### config.mk
export PLATFORM = sky130hd
export DESIGN_NAME = sm83_alu_with_flags
export DESIGN_NICKNAME = d
export VERILOG_FILES = /design/src/design/sm83alu_pkg.sv /design/src/design/sm83alu_core.sv /design/src/design/sm83_alu_with_flags.sv
export SDC_FILE = /design/constraint.sdc
export NUM_CORES = 1
export LEC_CHECK = 0
export BUFFER_PORTS_ARGS = -buffer_cell sky130_fd_sc_hd__buf_4
export CORE_MARGIN = 2
export CORE_UTILIZATION = 41
export CTS_CLUSTER_SIZE = 10
export DETAILED_ROUTE_END_ITERATION = 8
export PLACE_DENSITY = 0.71
export SLEW_MARGIN = 20
export SYNTH_ARGS = -nofsm -noshare
export SYNTH_HDL_FRONTEND = slang
export SYNTH_SLANG_ARGS = --single-unit
### constraint.sdc
create_clock -name clk -period 4.11 [get_ports clk]
set_clock_uncertainty 0.05 [all_clocks]
set_input_delay 0.2055 -clock clk [delete_from_list [all_inputs] [get_ports clk]]
set_output_delay 0.2055 -clock clk [all_outputs]
set_load 0.005 [all_outputs]
### src/design/sm83alu_pkg.sv
// shared types and constants for the sm83 alu with flags
`default_nettype none

package sm83alu_pkg;

  // operation codes, codes 26 to 31 are unused and pass operand a through
  typedef enum logic [4:0] {
    OP_ADD   = 5'd0,
    OP_ADC   = 5'd1,
    OP_SUB   = 5'd2,
    OP_SBC   = 5'd3,
    OP_AND   = 5'd4,
    OP_OR    = 5'd5,
    OP_XOR   = 5'd6,
    OP_CP    = 5'd7,
    OP_INC   = 5'd8,
    OP_DEC   = 5'd9,
    OP_SWAP  = 5'd10,
    OP_BIT   = 5'd11,
    OP_RES   = 5'd12,
    OP_SET   = 5'd13,
    OP_RLC   = 5'd14,
    OP_RRC   = 5'd15,
    OP_RL    = 5'd16,
    OP_RR    = 5'd17,
    OP_SLA   = 5'd18,
    OP_SRA   = 5'd19,
    OP_SRL   = 5'd20,
    OP_DAA   = 5'd21,
    OP_ADD16 = 5'd22,
    OP_INC16 = 5'd23,
    OP_DEC16 = 5'd24,
    OP_SPOFS = 5'd25
  } alu_op_t;

  typedef struct packed {
    logic z;
    logic n;
    logic h;
    logic c;
  } alu_flags_t;

  typedef struct packed {
    alu_op_t    op;
    logic [15:0] a;
    logic [15:0] b;
    logic [2:0]  bit_index;
    alu_flags_t  flags;
  } alu_req_t;

  typedef struct packed {
    logic [15:0] result;
    alu_flags_t  flags;
  } alu_res_t;

  // decimal adjust constants
  localparam logic [3:0] DAA_DIGIT_MAX = 4'd9;
  localparam logic [8:0] DAA_HI_LIMIT  = 9'h09F;
  localparam logic [7:0] DAA_LO_ADJ    = 8'h06;
  localparam logic [7:0] DAA_HI_ADJ    = 8'h60;

endpackage

`default_nettype wire

### src/design/sm83alu_core.sv
// combinational datapath of the sm83 alu: one request in, result and flags out
`default_nettype none

module sm83alu_core (
  input  sm83alu_pkg::alu_req_t req,
  output sm83alu_pkg::alu_res_t res
);

  logic [7:0]  a8;
  logic [7:0]  b8;
  logic        ci;
  logic [8:0]  sum9;
  logic [4:0]  hsum;
  logic [8:0]  dif9;
  logic [4:0]  hdif;
  logic [7:0]  bmask;
  logic        daa_lo;
  logic [8:0]  daa_t1;
  logic        daa_hi;
  logic [8:0]  daa_t2;
  logic [7:0]  daa_sub;
  logic [7:0]  daa_r;
  logic [16:0] sum17;
  logic [12:0] sum13;
  logic [15:0] sp_sum;
  logic [7:0]  r8;

  assign a8 = req.a[7:0];
  assign b8 = req.b[7:0];

  // carry folds in for adc and sbc only
  assign ci = ((req.op == sm83alu_pkg::OP_ADC) || (req.op == sm83alu_pkg::OP_SBC))
              & req.flags.c;

  // shared by add/adc and the low byte of sp plus offset
  assign sum9 = {1'b0, a8} + {1'b0, b8} + {8'h00, ci};
  assign hsum = {1'b0, a8[3:0]} + {1'b0, b8[3:0]} + {4'h0, ci};
  // borrows out of bit 8 and bit 4
  assign dif9 = {1'b0, a8} - {1'b0, b8} - {8'h00, ci};
  assign hdif = {1'b0, a8[3:0]} - {1'b0, b8[3:0]} - {4'h0, ci};

  assign bmask = 8'h01 << req.bit_index;

  // decimal adjust
  assign daa_lo  = req.flags.h || (a8[3:0] > sm83alu_pkg::DAA_DIGIT_MAX);
  assign daa_t1  = {1'b0, a8} + (daa_lo ? {1'b0, sm83alu_pkg::DAA_LO_ADJ} : 9'h000);
  assign daa_hi  = req.flags.c || (daa_t1 > sm83alu_pkg::DAA_HI_LIMIT);
  assign daa_t2  = daa_t1 + (daa_hi ? {1'b0, sm83alu_pkg::DAA_HI_ADJ} : 9'h000);
  assign daa_sub = a8 - (req.flags.h ? sm83alu_pkg::DAA_LO_ADJ : 8'h00)
                      - (req.flags.c ? sm83alu_pkg::DAA_HI_ADJ : 8'h00);
  assign daa_r   = req.flags.n ? daa_sub : daa_t2[7:0];

  assign sum17  = {1'b0, req.a} + {1'b0, req.b};
  assign sum13  = {1'b0, req.a[11:0]} + {1'b0, req.b[11:0]};
  assign sp_sum = req.a + {{8{b8[7]}}, b8};

  always_comb begin
    r8        = 8'h00;
    res.result = req.a;
    res.flags  = req.flags;
    case (req.op)
      sm83alu_pkg::OP_ADD, sm83alu_pkg::OP_ADC: begin
        r8 = sum9[7:0];
        res.result = {8'h00, r8};
        res.flags  = '{z: (r8 == 8'h00), n: 1'b0, h: hsum[4], c: sum9[8]};
      end
      sm83alu_pkg::OP_SUB, sm83alu_pkg::OP_SBC, sm83alu_pkg::OP_CP: begin
        r8 = dif9[7:0];
        // compare keeps operand a
        if (req.op != sm83alu_pkg::OP_CP) begin
          res.result = {8'h00, r8};
        end
        res.flags = '{z: (r8 == 8'h00), n: 1'b1, h: hdif[4], c: dif9[8]};
      end
      sm83alu_pkg::OP_AND: begin
        r8 = a8 & b8;
        res.result = {8'h00, r8};
        res.flags  = '{z: (r8 == 8'h00), n: 1'b0, h: 1'b1, c: 1'b0};
      end
      sm83alu_pkg::OP_OR: begin
        r8 = a8 | b8;
        res.result = {8'h00, r8};
        res.flags  = '{z: (r8 == 8'h00), n: 1'b0, h: 1'b0, c: 1'b0};
      end
      sm83alu_pkg::OP_XOR: begin
        r8 = a8 ^ b8;
        res.result = {8'h00, r8};
        res.flags  = '{z: (r8 == 8'h00), n: 1'b0, h: 1'b0, c: 1'b0};
      end
      sm83alu_pkg::OP_INC: begin
        r8 = a8 + 8'h01;
        res.result = {8'h00, r8};
        res.flags  = '{z: (r8 == 8'h00), n: 1'b0, h: (a8[3:0] == 4'hF), c: req.flags.c};
      end
      sm83alu_pkg::OP_DEC: begin
        r8 = a8 - 8'h01;
        res.result = {8'h00, r8};
        res.flags  = '{z: (r8 == 8'h00), n: 1'b1, h: (a8[3:0] == 4'h0), c: req.flags.c};
      end
      sm83alu_pkg::OP_SWAP: begin
        r8 = {a8[3:0], a8[7:4]};
        res.result = {8'h00, r8};
        res.flags  = '{z: (r8 == 8'h00), n: 1'b0, h: 1'b0, c: 1'b0};
      end
      sm83alu_pkg::OP_BIT: begin
        res.flags = '{z: ((a8 & bmask) == 8'h00), n: 1'b0, h: 1'b1, c: req.flags.c};
      end
      sm83alu_pkg::OP_RES: begin
        r8 = a8 & ~bmask;
        res.result = {8'h00, r8};
      end
      sm83alu_pkg::OP_SET: begin
        r8 = a8 | bmask;
        res.result = {8'h00, r8};
      end
      sm83alu_pkg::OP_RLC: begin
        r8 = {a8[6:0], a8[7]};
        res.result  = {8'h00, r8};
        res.flags.c = a8[7];
      end
      sm83alu_pkg::OP_RRC: begin
        r8 = {a8[0], a8[7:1]};
        res.result  = {8'h00, r8};
        res.flags.c = a8[0];
      end
      sm83alu_pkg::OP_RL: begin
        r8 = {a8[6:0], req.flags.c};
        res.result  = {8'h00, r8};
        res.flags.c = a8[7];
      end
      sm83alu_pkg::OP_RR: begin
        r8 = {req.flags.c, a8[7:1]};
        res.result  = {8'h00, r8};
        res.flags.c = a8[0];
      end
      sm83alu_pkg::OP_SLA: begin
        r8 = {a8[6:0], 1'b0};
        res.result = {8'h00, r8};
        res.flags  = '{z: (r8 == 8'h00), n: 1'b0, h: 1'b0, c: a8[7]};
      end
      sm83alu_pkg::OP_SRA: begin
        r8 = {a8[7], a8[7:1]};
        res.result = {8'h00, r8};
        res.flags  = '{z: (r8 == 8'h00), n: 1'b0, h: 1'b0, c: a8[0]};
      end
      sm83alu_pkg::OP_SRL: begin
        r8 = {1'b0, a8[7:1]};
        res.result = {8'h00, r8};
        res.flags  = '{z: (r8 == 8'h00), n: 1'b0, h: 1'b0, c: a8[0]};
      end
      sm83alu_pkg::OP_DAA: begin
        r8 = daa_r;
        res.result = {8'h00, r8};
        res.flags  = '{z: (r8 == 8'h00), n: req.flags.n, h: 1'b0,
                       c: req.flags.c | (~req.flags.n & daa_t2[8])};
      end
      sm83alu_pkg::OP_ADD16: begin
        res.result = sum17[15:0];
        res.flags  = '{z: req.flags.z, n: 1'b0, h: sum13[12], c: sum17[16]};
      end
      sm83alu_pkg::OP_INC16: begin
        res.result = req.a + 16'h0001;
      end
      sm83alu_pkg::OP_DEC16: begin
        res.result = req.a - 16'h0001;
      end
      sm83alu_pkg::OP_SPOFS: begin
        // flags from the unsigned add of the low bytes
        res.result = sp_sum;
        res.flags  = '{z: 1'b0, n: 1'b0, h: hsum[4], c: sum9[8]};
      end
      default: begin
        res.result = req.a;
        res.flags  = req.flags;
      end
    endcase
  end

endmodule

`default_nettype wire

### src/design/sm83_alu_with_flags.sv
// top level of the sm83 alu with flags: input register, datapath, result register
//
//  channel | direction | handshake             | payload
//  --------+-----------+-----------------------+-------------------------------------------
//  in_     | request   | in_valid / in_ready   | req_type, operand_a/b, bit_index, 4 flags
//  out_    | result    | out_valid / out_ready | result, zero/neg/half/carry out
//
// a request accepted on in_ is registered in the input stage, then in the result stage, and
// is offered on out_ from there; one request per cycle is taken and one result per cycle
// is delivered for as long as out_ready stays high
// the only logic between the two registers is the alu datapath (8/16-bit adders, muxes)
// rst_n is synchronous and active low; it empties both stages, payload is not cleared
// when out_ready is low the result stage holds and the input stage still fills once,
// so in_ready drops only with both stages full
`default_nettype none

module sm83_alu_with_flags (
  input  wire logic        clk,
  input  wire logic        rst_n,
  // request channel
  input  wire logic        in_valid,
  output logic             in_ready,
  input  wire logic [4:0]  in_req_type,
  input  wire logic [15:0] in_operand_a,
  input  wire logic [15:0] in_operand_b,
  input  wire logic [2:0]  in_bit_index,
  input  wire logic        in_zero_in,
  input  wire logic        in_neg_in,
  input  wire logic        in_half_in,
  input  wire logic        in_carry_in,
  // result channel
  output logic             out_valid,
  input  wire logic        out_ready,
  output logic [15:0]      out_result,
  output logic             out_zero_out,
  output logic             out_neg_out,
  output logic             out_half_out,
  output logic             out_carry_out
);

  // input stage
  sm83alu_pkg::alu_req_t req_nxt;
  sm83alu_pkg::alu_req_t req_r;
  logic                  req_vld_r;
  logic                  req_vld_nxt;
  // result stage
  sm83alu_pkg::alu_res_t res_nxt;
  sm83alu_pkg::alu_res_t res_r;
  logic                  res_vld_r;
  logic                  res_vld_nxt;

  logic                  in_take;
  logic                  req_move;

  // pack the request ports; unused opcodes keep their code and fall to the default arm
  assign req_nxt = '{op:        sm83alu_pkg::alu_op_t'(in_req_type),
                     a:         in_operand_a,
                     b:         in_operand_b,
                     bit_index: in_bit_index,
                     flags:     '{z: in_zero_in, n: in_neg_in, h: in_half_in, c: in_carry_in}};

  // the input stage moves on whenever the result stage is empty or being drained
  assign req_move = req_vld_r && (!res_vld_r || out_ready);
  assign in_ready = !req_vld_r || !res_vld_r || out_ready;
  assign in_take  = in_valid && in_ready;

  always_comb begin
    req_vld_nxt = in_take || (req_vld_r && !req_move);
    res_vld_nxt = req_move || (res_vld_r && !out_ready);
  end

  // all the arithmetic sits between req_r and res_r
  sm83alu_core u_core (
    .req (req_r),
    .res (res_nxt)
  );

  always_ff @(posedge clk) begin
    if (!rst_n) begin
      req_vld_r <= 1'b0;
      res_vld_r <= 1'b0;
    end else begin
      req_vld_r <= req_vld_nxt;
      res_vld_r <= res_vld_nxt;
    end
  end

  // payload registers, no reset needed
  always_ff @(posedge clk) begin
    if (in_take) begin
      req_r <= req_nxt;
    end
    if (req_move) begin
      res_r <= res_nxt;
    end
  end

  assign out_valid     = res_vld_r;
  assign out_result    = res_r.result;
  assign out_zero_out  = res_r.flags.z;
  assign out_neg_out   = res_r.flags.n;
  assign out_half_out  = res_r.flags.h;
  assign out_carry_out = res_r.flags.c;

endmodule

`default_nettype wire

==> After elaboration in Yosys (flattened, before gate mapping) <==
Cells that the tools add are included.
{ "op_classes": {"n_reduce_logical": 37, "n_eq_ne": 27, "n_lt_le_gt_ge": 2, "n_shift": 1, "n_mux": 9, "n_bitwise": 11, "addsub": 19} }
{ "op_table": {"columns": ["cell", "n"], "rows": [
  ["one-hot mux 16 bit (22 select lines)", 1],
  ["zero test 8 bit", 11],
  ["equality test 5 bit (second input constant)", 10],
  ["one-hot mux 3 bit (15 select lines)", 1],
  ["equality test 5 x 4 -> 1 bit (second input constant)", 8],
  ["bitwise AND 8 bit", 3],
  ["equality test 5 x 3 -> 1 bit (second input constant)", 4],
  ["adder 16 x 16 -> 17 bit", 1],
  ["adder 16 x 1 -> 16 bit (second input constant)", 1],
  ["adder 16 bit", 1],
  ["2-to-1 mux 16 bit", 1],
  ["bitwise OR 8 bit", 2],
  ["subtractor 16 x 1 -> 16 bit (second input constant)", 1],
  ["subtractor 8 bit", 2],
  ["zero test 7 bit", 2],
  ["2-to-1 mux 7 bit", 2],
  ["adder 12 x 12 -> 13 bit", 1],
  ["equality test 5 x 2 -> 1 bit (second input constant)", 2],
  ["adder 8 x 8 -> 9 bit", 1],
  ["adder 8 x 9 -> 9 bit", 1],
  ["adder 9 x 1 -> 9 bit", 1],
  ["adder 9 bit", 1],
  ["> comparator 9 x 8 -> 1 bit (second input constant)", 1],
  ["OR reduction 3 bit", 3],
  ["other kinds (28)", 44]
]} }
{ "totals": {"register_bits": 66, "elab_cells": 121, "out_inout_bits": 22} }

==> Depth between registers and ports, before layout <==
Gate-level depths: netlist of the first run.
{ "logic_depth": {"depth_word": 11, "mapped_depth": 21} }

==> Cells and area by module <==
Synthesis of the first run repeated with hierarchy kept, for this count alone.
{ "hier_totals": {"hier_cells": 837, "area_unflattened_um2": 7241.9} }
{ "by_module_without_submodules": {"columns": ["mod", "instances", "area_each_um2", "cells_each"], "rows": [
  ["sm83alu_core", 1, 5216.3, 764],
  ["sm83_alu_with_flags", 1, 2025.7, 73]
]} }

==> Worst setup path before layout of the first run <==
OpenSTA, ideal clock, no wires.
{ "synth_path": {"path_kind": "reg-to-reg", "from": "reg req_r[23] (netlist bit)", "to": "reg res_r (netlist bit out_zero_out) (data pin)", "path_slack_ps": -433, "required_time_ps": 3902, "path_buffers": 2, "arrival_ps": 4335, "path_stages_with_launch": 22, "cell_sequence": "edfxtp_1 buf_2 clkbuf_1 inv_1 ha_1 nor2_1 o21ai_0 nand2b_1 ha_1 fa_1 nand3_1 nand2_1 nand2_1 nand2_1 a21oi_1 o21ai_0 ha_1 fa_1 mux2i_1 nand3_1 or4b_1 o211ai_1"} }
{ "synth_lines": {"columns": ["element", "line_no", "rtl"], "rows": [
  ["start, declared", "sm83_alu_with_flags.sv:43", "sm83alu_pkg::alu_req_t req_r;"],
  ["start signal, assigned", "sm83_alu_with_flags.sv:91", "req_r <= req_nxt;"],
  ["end signal, assigned", "sm83_alu_with_flags.sv:94", "res_r <= res_nxt;"],
  ["end, declared", "sm83_alu_with_flags.sv:48", "sm83alu_pkg::alu_res_t res_r;"]
]} }

==> flow_summary.toml, run 1 <==
[sta]
final_hold_viol_count = 0
finalSetupViolations = 0
max_freq_mhz = 244
post-route-period-util_pct = 99.8
min_period_ns = 4.10
tightest_slew_ns = 0.983
hold_ws_ns = 0.0155
slew_headroom_pct = 34.2
rsz0062_at_grt = "true"
setup_tns_ns = 0
maxSlewViolCount = 0

[global_route]
grt_use_total_pct = 27.9
antenna_found_initial = 0
gr-total-overflow = 0
grt_pass1_vias = 6769
grt_first_pass_wirelength_microns = 38700
grt_start_max_net_pins = 45

[yosys]
synth_edf_count = 64
ys_ff_latch = 66
ys.warnings.count = 0
syn_area_per_cell_sq_um = 8.79
synth_area_leaders = "edfxtp_1 (27%), ha_1 (12%), xnor2_1 (4.7%)"
ys_types = 84
synthCells = 810
synthArstFlopShare_pct = 0
syn_area_sq_um = 7120
yosysTopAreaCell = "edfxtp_1"
ys_seq_area_share_pct = 27.6
synth_top_cell_area_share_pct = 27.0
synth_ff_type = "edfxtp_1"
syn_nets = 937

[drt]
drt-wirelength-per-cell_microns = 21.8
drcViolationCount = 0
wirelength_microns = 25500
dr_wl_met2_microns = 11200
drt-met1-wl_microns = 11100
vias = 7218
via_per_inst = 6.17
ant_nets = 0
wl_met3_microns = 2200
drtIter0Drc = 894
top_layer = "met4"
drt_pre_antenna_iters = 7

[power]
power_density_nw_per_um2 = 274
p_leak_nw = 3.60
vdd.ir_drop.worst_mv = 0.193

[critical_path]
path_cells = "inv_2 > ha_2 > nor2_2 > o21ai_1 > buf_4 > nand2b_4 > buf_6 > ha_4 > a21oi_2 > nor2_1 > nand3_1 > nand2_1 > nor3_2 > a21oi_1 > o21ai_2 > ha_2 > fa_1 > mux2i_2 > nand3_1 > or4b_1 > o211ai_1"
r2r-end = "out_zero_out"
arrival_ns = 4.24
required_ns = 4.25
r2r-start = "req_r[24]"
cp_max_fo = 3
critPathSlowestCell = "or4b_1"
slowest_delay_ns = 0.52
crit_path_end_kind = "register"
r2r_cells = 21
path_class = "register to register"
r2r_slack_ns = 0.009
crit_family = "simple AND/OR/NAND/NOR gates"
crit_buf_inv = 3
start_kind = "register"

[clock_tree]
clkTransAtPathRegs_ns = 0.06
clkLatencyLatePin_ns = 0.35
root_buffer = "clkbuf_16"
cts_tree = "yes"
cts_buffers = 9
htreeDepth = 3
clockBufferDepth = 2
clock_sinks = 66

[placement]
dp_hpwl_microns = 19400
port_buffers = 69
gp_congestion = 1.08

[floorplanning]
rows = 48
dieArea_sq_um = 18400
num_io_pins = 70
core-area_sq_um = 17100
initial_core_util_pct = 41.6
chipWidth_microns = 136
die_h_microns = 136

[cells_and_area]
final_nets = 1066
final_util_pct = 52.0
synthToLayoutAreaGrowth_pct = 25.1
fillerInstances = 1586
drive_gt1_share_pct = 19.3
n_antenna_cell = 0

[hold_path]
holdPathStages = 2
hold_path_class = "input pin to register"
hold_path_end = "out_valid"
hold_start = "rst_n"

[flow_run]
maxCapViolations = 0

[outcome]
status = "finished, final reports clean"
synth_stat cells, types with 16 or more instances:
cell	instances
a21o_1	18
a21oi_1	41
clkbuf_1	29
edfxtp_1	64
ha_1	71
inv_1	38
nand2_1	63
nand3_1	31
nor2_1	56
nor3_1	16
o21ai_0	55
o221ai_1	16
xnor2_1	38
xor2_1	17
registers in the layout, summed over array words and instances, names as in the netlist:
| signal | count |
|---|---|
| out_carry_out | 1 |
| out_half_out | 1 |
| out_neg_out | 1 |
| out_result | 16 |
| out_valid | 1 |
| out_zero_out | 1 |
| req_r | 44 |
| req_vld_r | 1 |
timing repair:
| item | 4_1_cts | 5_1_grt |
|---|---|---|
| setup endpoints to repair | 1 | 3 |
| hold endpoints to repair | 44 | 0 |
| hold buffers | 44 | 0 |
| pin swaps | 1 | 9 |
| buffers inserted | 1 | 2 |
| gates resized for setup | 2 | 7 |
power breakdown:
part / leakage, nW / switching (mW) / internal (mW)
sequential: 0.636 / 0.0329 / 0.792
clock: 0.131 / 0.343 / 0.419
combinational: 2.83 / 0.490 / 0.368
total: 3.60 / 0.866 / 1.58
metal layers:
metal	track usage, %	up-vias
met3	4.49	58
met2	42.5	381
met5	0	-
met1	39.2	3422
li1	-	3357
met4	11.6	0
worst max path at each step:
stage	startpoint	to	slack [ns]	cells past startpoint
after detailed placement	req_r[23]	out_zero_out	-0.009	21
after CTS	req_r[23]	out_zero_out	0.02	21
after floorplan	req_r[24]	out_zero_out	0.005	20
after global placement	req_r[23]	out_zero_out	0.19	21
after global routing	req_r[23]	out_zero_out	-0.21	21
final	req_r[24]	out_zero_out	0.009	21
through the flow:
step / area [sq um] / std cells / setup slack [ns] / total power [mW]
4_1_cts: 8850 / 1167 / 0.0177 / 2.43
3_3_place_gp: 8120 / 1106 / 0.187 / 1.62
3_5_place_dp: 8120 / 1106 / -0.00877 / 1.62
5_1_grt: 8910 / 1169 / -0.211 / 2.55
2_1_floorplan: 7190 / 810 / 0.00544 / 1.35
6_report: 8910 / 1169 / 0.00869 / 2.44
layout make-up:
| class | instances | area, sq um | area share (%) |
|---|---|---|---|
| multi-input combinational | 658 | 4880 | 54.7 |
| sequential | 66 | 1960 | 22.0 |
| timing repair buffer | 165 | 1350 | 15.2 |
| tap | 225 | 282 | 3.16 |
| clock buffer | 9 | 225 | 2.53 |
| inverter | 39 | 149 | 1.67 |
| clock inverter | 7 | 60.1 | 0.674 |
cell usage in the layout (no fill, tap or decap), drive strengths merged, types with 10 or more instances in the layout:
cell / instances
xor2: 17
o21ai: 57
nor3: 17
a211oi: 11
a21o: 18
o22ai: 10
o221ai: 16
a21oi: 41
nand3: 31
dlygate4sd3: 44
a221oi: 13
nand4: 10
nor2: 58
nand2: 63
inv: 42
buf: 121
a22oi: 12
nor2b: 12
edfxtp: 64
ha: 71
xnor2: 38
kinds of logic (layout without fill, tap and decap cells):
group	count (synthesis)	count (layout)	synth area share [%]
buf+inv	86	220	5.13
fa+ha+maj	79	79	14.7
xor+xnor	55	55	6.77
compound gates	263	263	26.3
mux	10	10	1.48
simple gates	251	251	18.1
flops	66	66	27.6
Power figures use the tool's default switching activity.
==> run 2, diff against run 1 <==
--- a/config.mk
+++ b/config.mk
@@ -10,7 +10,7 @@
 export CORE_UTILIZATION = 41
 export CTS_CLUSTER_SIZE = 10
 export DETAILED_ROUTE_END_ITERATION = 8
-export PLACE_DENSITY = 0.71
+export PLACE_DENSITY_LB_ADDON = 0.12
 export SLEW_MARGIN = 20
 export SYNTH_ARGS = -nofsm -noshare
 export SYNTH_HDL_FRONTEND = slang
==> flow_summary.toml, run 2 (synthesis gave the netlist of run 1 again) <==
[critical_path]
required_ns = 4.24
arrival_ns = 4.33
path_class = "register to register"
r2r_slack_ns = -0.09
crit_path_end_kind = "register"
start_kind = "register"
r2r_cells = 21
cp_max_fo = 3

[cells_and_area]
final_util_pct = 52.6
seq_area_sq_um = 1960
multi_input_area_sq_um = 4920
fin_cells = 1173
final_nets = 1070
layout_commonest_cell = "buf_4"
top_register = "req_r"
fillerInstances = 1615
largest_reg_flops = 44
final_area_sq_um = 9000
synthToLayoutAreaGrowth_pct = 26.4
drive_gt1_share_pct = 20.1
layout_common_cells = "buf_4 (123), ha_1 (66), edfxtp_1 (64)"
n_antenna_cell = 0

[drt]
via_per_inst = 6.26
drcViolationCount = 0
wirelength_microns = 28200
vias = 7346
drt_pre_antenna_iters = 5
drt-wirelength-per-cell_microns = 24.0
drtIter0Drc = 811
ant_nets = 0

[sta]
max_freq_mhz = 238
worst_slack_ns = -0.0912
min_period_ns = 4.20
final_hold_viol_count = 0
maxSlewViolCount = 0
post-route-period-util_pct = 102
finalSetupViolations = 1
slew_headroom_pct = 45.0
tightest_slew_ns = 0.825
setup_tns_ns = -0.0912
rsz0062_at_grt = "true"

[global_route]
gr-total-overflow = 0
antenna_found_initial = 0
grt_start_max_net_pins = 45
grt_use_total_pct = 31.0
grt_pass1_vias = 7088
grt_first_pass_wirelength_microns = 42700

[floorplanning]
initial_core_util_pct = 41.6
core-area_sq_um = 17100
num_io_pins = 70
rows = 48
dieArea_sq_um = 18400
chipWidth_microns = 136
die_h_microns = 136

[placement]
placedInstanceArea_sq_um = 8110
dp_hpwl_microns = 21300
gp_congestion = 1.02
placed_cells = 1105
port_buffers = 69

[power]
vdd.ir_drop.worst_mv = 0.219
power_density_nw_per_um2 = 281
p_leak_nw = 3.65

[hold_path]
holdPathStages = 2
hold_path_class = "input pin to register"

[clock_tree]
clockBufferDepth = 2
root_buffer = "clkbuf_16"
clkTransAtPathRegs_ns = 0.07
htreeDepth = 3
clkLatencyLatePin_ns = 0.35
clock_sinks = 66
cts_tree = "yes"
cts_buffers = 9

[outcome]
status = "finished, violations left"
violations = "negative setup slack"

[flow_run]
maxCapViolations = 0
==> run 2: path summary, 6_finish.rpt <==
| path | start | to |
|---|---|---|
| min reg2reg | req_vld_r | out_valid |
| max | req_r[23] | out_zero_out |
| max reg2reg | req_r[23] | out_zero_out |
| min | rst_n | out_valid |
==> run 2: power breakdown <==
| group | switching (mW) | internal [mW] | total, mW |
|---|---|---|---|
| sequential | 0.0341 | 0.792 | 0.826 |
| combinational | 0.509 | 0.377 | 0.887 |
| clock | 0.339 | 0.477 | 0.816 |
==> run 2: timing repair <==
item                                    CTS  global route
endpoints found under the hold margin    44             0
hold buffers                             44             0
resized for setup                         2            17
pin swaps                                 0            14
endpoints found under the setup margin    1             7
buffers inserted                          1             8
==> run 2: stage by stage <==
stage	setup slack [ns]	hold WS [ns]	power, mW
3_3_place_gp	0.157	0.333	1.63
3_5_place_dp	-0.0780	0.335	1.64
5_1_grt	-0.251	0.0300	2.64
4_1_cts	-0.0153	0.0159	2.50
6_report	-0.0912	0.0246	2.53
2_1_floorplan	0.00544	0.254	1.35
==> run 2: final cells by class <==
class	instances	area share, %
Timing Repair Buffer	169	15.4
Tap cell	225	3.13
Sequential cell	66	21.8
Multi-Input combinational cell	658	54.7
Clock buffer	9	2.50
Clock inverter	7	0.848
Inverter	39	1.65
==> run 2: worst max-delay path, stage by stage (launching register included) <==
cell and delay [ns]:
edfxtp_1 0.48, inv_4 0.10, ha_4 0.14, nor2_4 0.04, o21ai_2 0.15, buf_6 0.14, nand2b_4 0.06, buf_6 0.12
ha_4 0.23, a21oi_2 0.12, nor2_1 0.06, nand3_1 0.13, nand2_1 0.08, nor3_2 0.15, a21oi_1 0.07, o21ai_2 0.19
ha_2 0.22, fa_1 0.44, mux2i_2 0.22, nand3_1 0.09, or4b_1 0.54, o211ai_1 0.20
==> run 2: layer usage <==
| layer | routed length (microns) | global-route usage, % | up-vias |
|---|---|---|---|
| met5 | 0 | 0 | - |
| li1 | - | - | 3362 |
| met1 | 12200 | 43.6 | 3570 |
| met3 | 2550 | 7.07 | 46 |
| met4 | 772 | 10.6 | 0 |
| met2 | 12600 | 47.0 | 368 |
==> run 3, diff against run 2 <==
==> constraint.sdc (replaced) <==
create_clock -name clk -period 4.5 [get_ports clk]
set_clock_uncertainty 0.05 [all_clocks]
set_input_delay 0.225 -clock clk [delete_from_list [all_inputs] [get_ports clk]]
set_output_delay 0.225 -clock clk [all_outputs]
set_load 0.005 [all_outputs]
==> flow_summary.toml, run 3 (synthesis gave the netlist of run 1 again) <==
[outcome]
status = "finished, final reports clean"

[clock_tree]
clkLatencyLatePin_ns = 0.35
cts_tree = "yes"
htreeDepth = 3
clock_sinks = 66
cts_buffers = 9
root_buffer = "clkbuf_16"
clockBufferDepth = 2
clkTransAtPathRegs_ns = 0.06

[hold_path]
hold_path_class = "input pin to register"

[global_route]
gr-total-overflow = 0
grt_start_max_net_pins = 45
grt_pass1_vias = 6918
grt_use_total_pct = 31.4
grt_first_pass_wirelength_microns = 42700
antenna_found_initial = 0

[cells_and_area]
layout_commonest_cell = "buf_4"
final_util_pct = 50.6
largest_reg_flops = 44
top_register = "req_r"
final_nets = 1042
drive_gt1_share_pct = 17.4
fillerInstances = 1639
n_antenna_cell = 0
fin_cells = 1145
final_area_sq_um = 8660
synthToLayoutAreaGrowth_pct = 21.6
layout_common_cells = "buf_4 (112), ha_1 (70), edfxtp_1 (64)"

[critical_path]
cp-endpoint = "out_zero_out"
required_ns = 4.63
worstSetupStartpoint = "req_r[24]"
r2r_cells = 19
cp_common_cell = "nand2_1"
r2r-end = "out_zero_out"
cp_max_fo = 6
slowest_delay_ns = 0.47
path_class = "register to register"
start_kind = "register"
crit_path_end_kind = "register"
path_cells = "inv_1 > ha_2 > nor2_1 > o21ai_0 > nand2b_1 > ha_1 > fa_1 > nand3_2 > nand2_1 > nand2_1 > nand2_1 > a21oi_1 > o21ai_1 > ha_1 > fa_1 > mux2i_2 > nand3_1 > or4b_1 > o211ai_1"
r2r_slack_ns = 0.25
arrival_ns = 4.38
critPathSlowestCell = "or4b_1"
r2r-start = "req_r[24]"

[floorplanning]
core-area_sq_um = 17100
dieArea_sq_um = 18400
die_h_microns = 136
num_io_pins = 70
rows = 48
initial_core_util_pct = 41.6
chipWidth_microns = 136

[power]
vdd.ir_drop.worst_mv = 0.261
p_total_mw = 2.33
power_density_nw_per_um2 = 269
p_leak_nw = 3.52

[placement]
placed_cells = 1098
dp_hpwl_microns = 21900
port_buffers = 69
placedInstanceArea_sq_um = 8020
gp_congestion = 0.999

[drt]
drtIter0Drc = 911
ant_nets = 0
drcViolationCount = 0
wirelength_microns = 28600
drt_pre_antenna_iters = 5
vias = 7302
via_per_inst = 6.38
drt-wirelength-per-cell_microns = 24.9

[sta]
tightest_slew_ns = 0.883
slew_headroom_pct = 41.1
post-route-period-util_pct = 94.4
finalSetupViolations = 0
max_freq_mhz = 235
hold_ws_ns = 0.00813
min_period_ns = 4.25
final_hold_viol_count = 0
maxSlewViolCount = 0

[flow_run]
maxCapViolations = 0
-- run 3: cell count changes in the layout (fill, tap and decap cells not counted), sizes merged --
cell / previous run / this run
inv: 41 / 38
bufinv: 1 / 2
clkbuf: 9 / 10
dlygate4sd3: 44 / 29
clkinvlp: 0 / 1
buf: 125 / 112
-- run 3: routing by layer --
layer / track usage (%) / share of wire, % / vias to the layer above
met3: 6.47 / 10 / 53
met1: 44.8 / 44 / 3511
met5: 0 / 0 / -
met4: 11.4 / 3.3 / 0
li1: - / - / 3304
met2: 46.9 / 43 / 434
-- run 3: what timing repair did --
| action | CTS | global route |
|---|---|---|
| hold buffers | 29 | 0 |
| resized for setup | 0 | 2 |
| setup endpoints to repair | 0 | 2 |
| endpoints found under the hold margin | 29 | 0 |
| setup buffers | 0 | 2 |
-- run 3: where the power goes --
| group | switching, mW | internal (mW) | leakage [nW] | total, mW |
|---|---|---|---|---|
| Sequential | 0.0324 | 0.723 | 0.636 | 0.756 |
| Clock | 0.299 | 0.502 | 0.159 | 0.801 |
| Combinational | 0.457 | 0.318 | 2.72 | 0.775 |
-- run 3: worst min path at each step --
stage	to	cells after the start	from	slack, ns
global route	req_r[3]	1	in_zero_in	0.002
floorplan	req_r[0]	0	in_carry_in	0.27
CTS	req_r[0]	1	in_carry_in	0.0005
detailed placement	req_r[39]	1	in_req_type[0]	0.35
finish	req_r[0]	1	in_carry_in	0.008
global placement	req_r[43]	1	in_req_type[4]	0.35
-- run 3: critical path, delay by kind of cell, from the launching register on --
family | cells | cell delay (ns)
adder cells (fa/ha/maj) | 5 | 1.59
flip-flops | 1 | 0.40
AO/OA/AOI/OAI | 4 | 0.61
buffers and inverters | 1 | 0.15
AND/OR/NAND/NOR | 8 | 1.08
multiplexers | 1 | 0.22
-- run 3: stage by stage --
| stage | setup WS, ns | TNS, ns |
|---|---|---|
| 2_1_floorplan | 0.0273 | 0 |
| 3_3_place_gp | 0.340 | 0 |
| 3_5_place_dp | 0.195 | 0 |
| 4_1_cts | 0.179 | 0 |
| 5_1_grt | -0.0200 | -0.0200 |
| 6_report | 0.252 | 0 |
-- run 3: area by class of cell --
class,count,area [sq um],area share [%]
flip-flops and latches,66,1960,22.7
well taps,225,282,3.25
repair buffers,141,1130,13.1
clock buffers,10,239,2.76
clock inverters,6,90.1,1.04
multi-input cells,658,4810,55.5
inverters,39,146,1.69
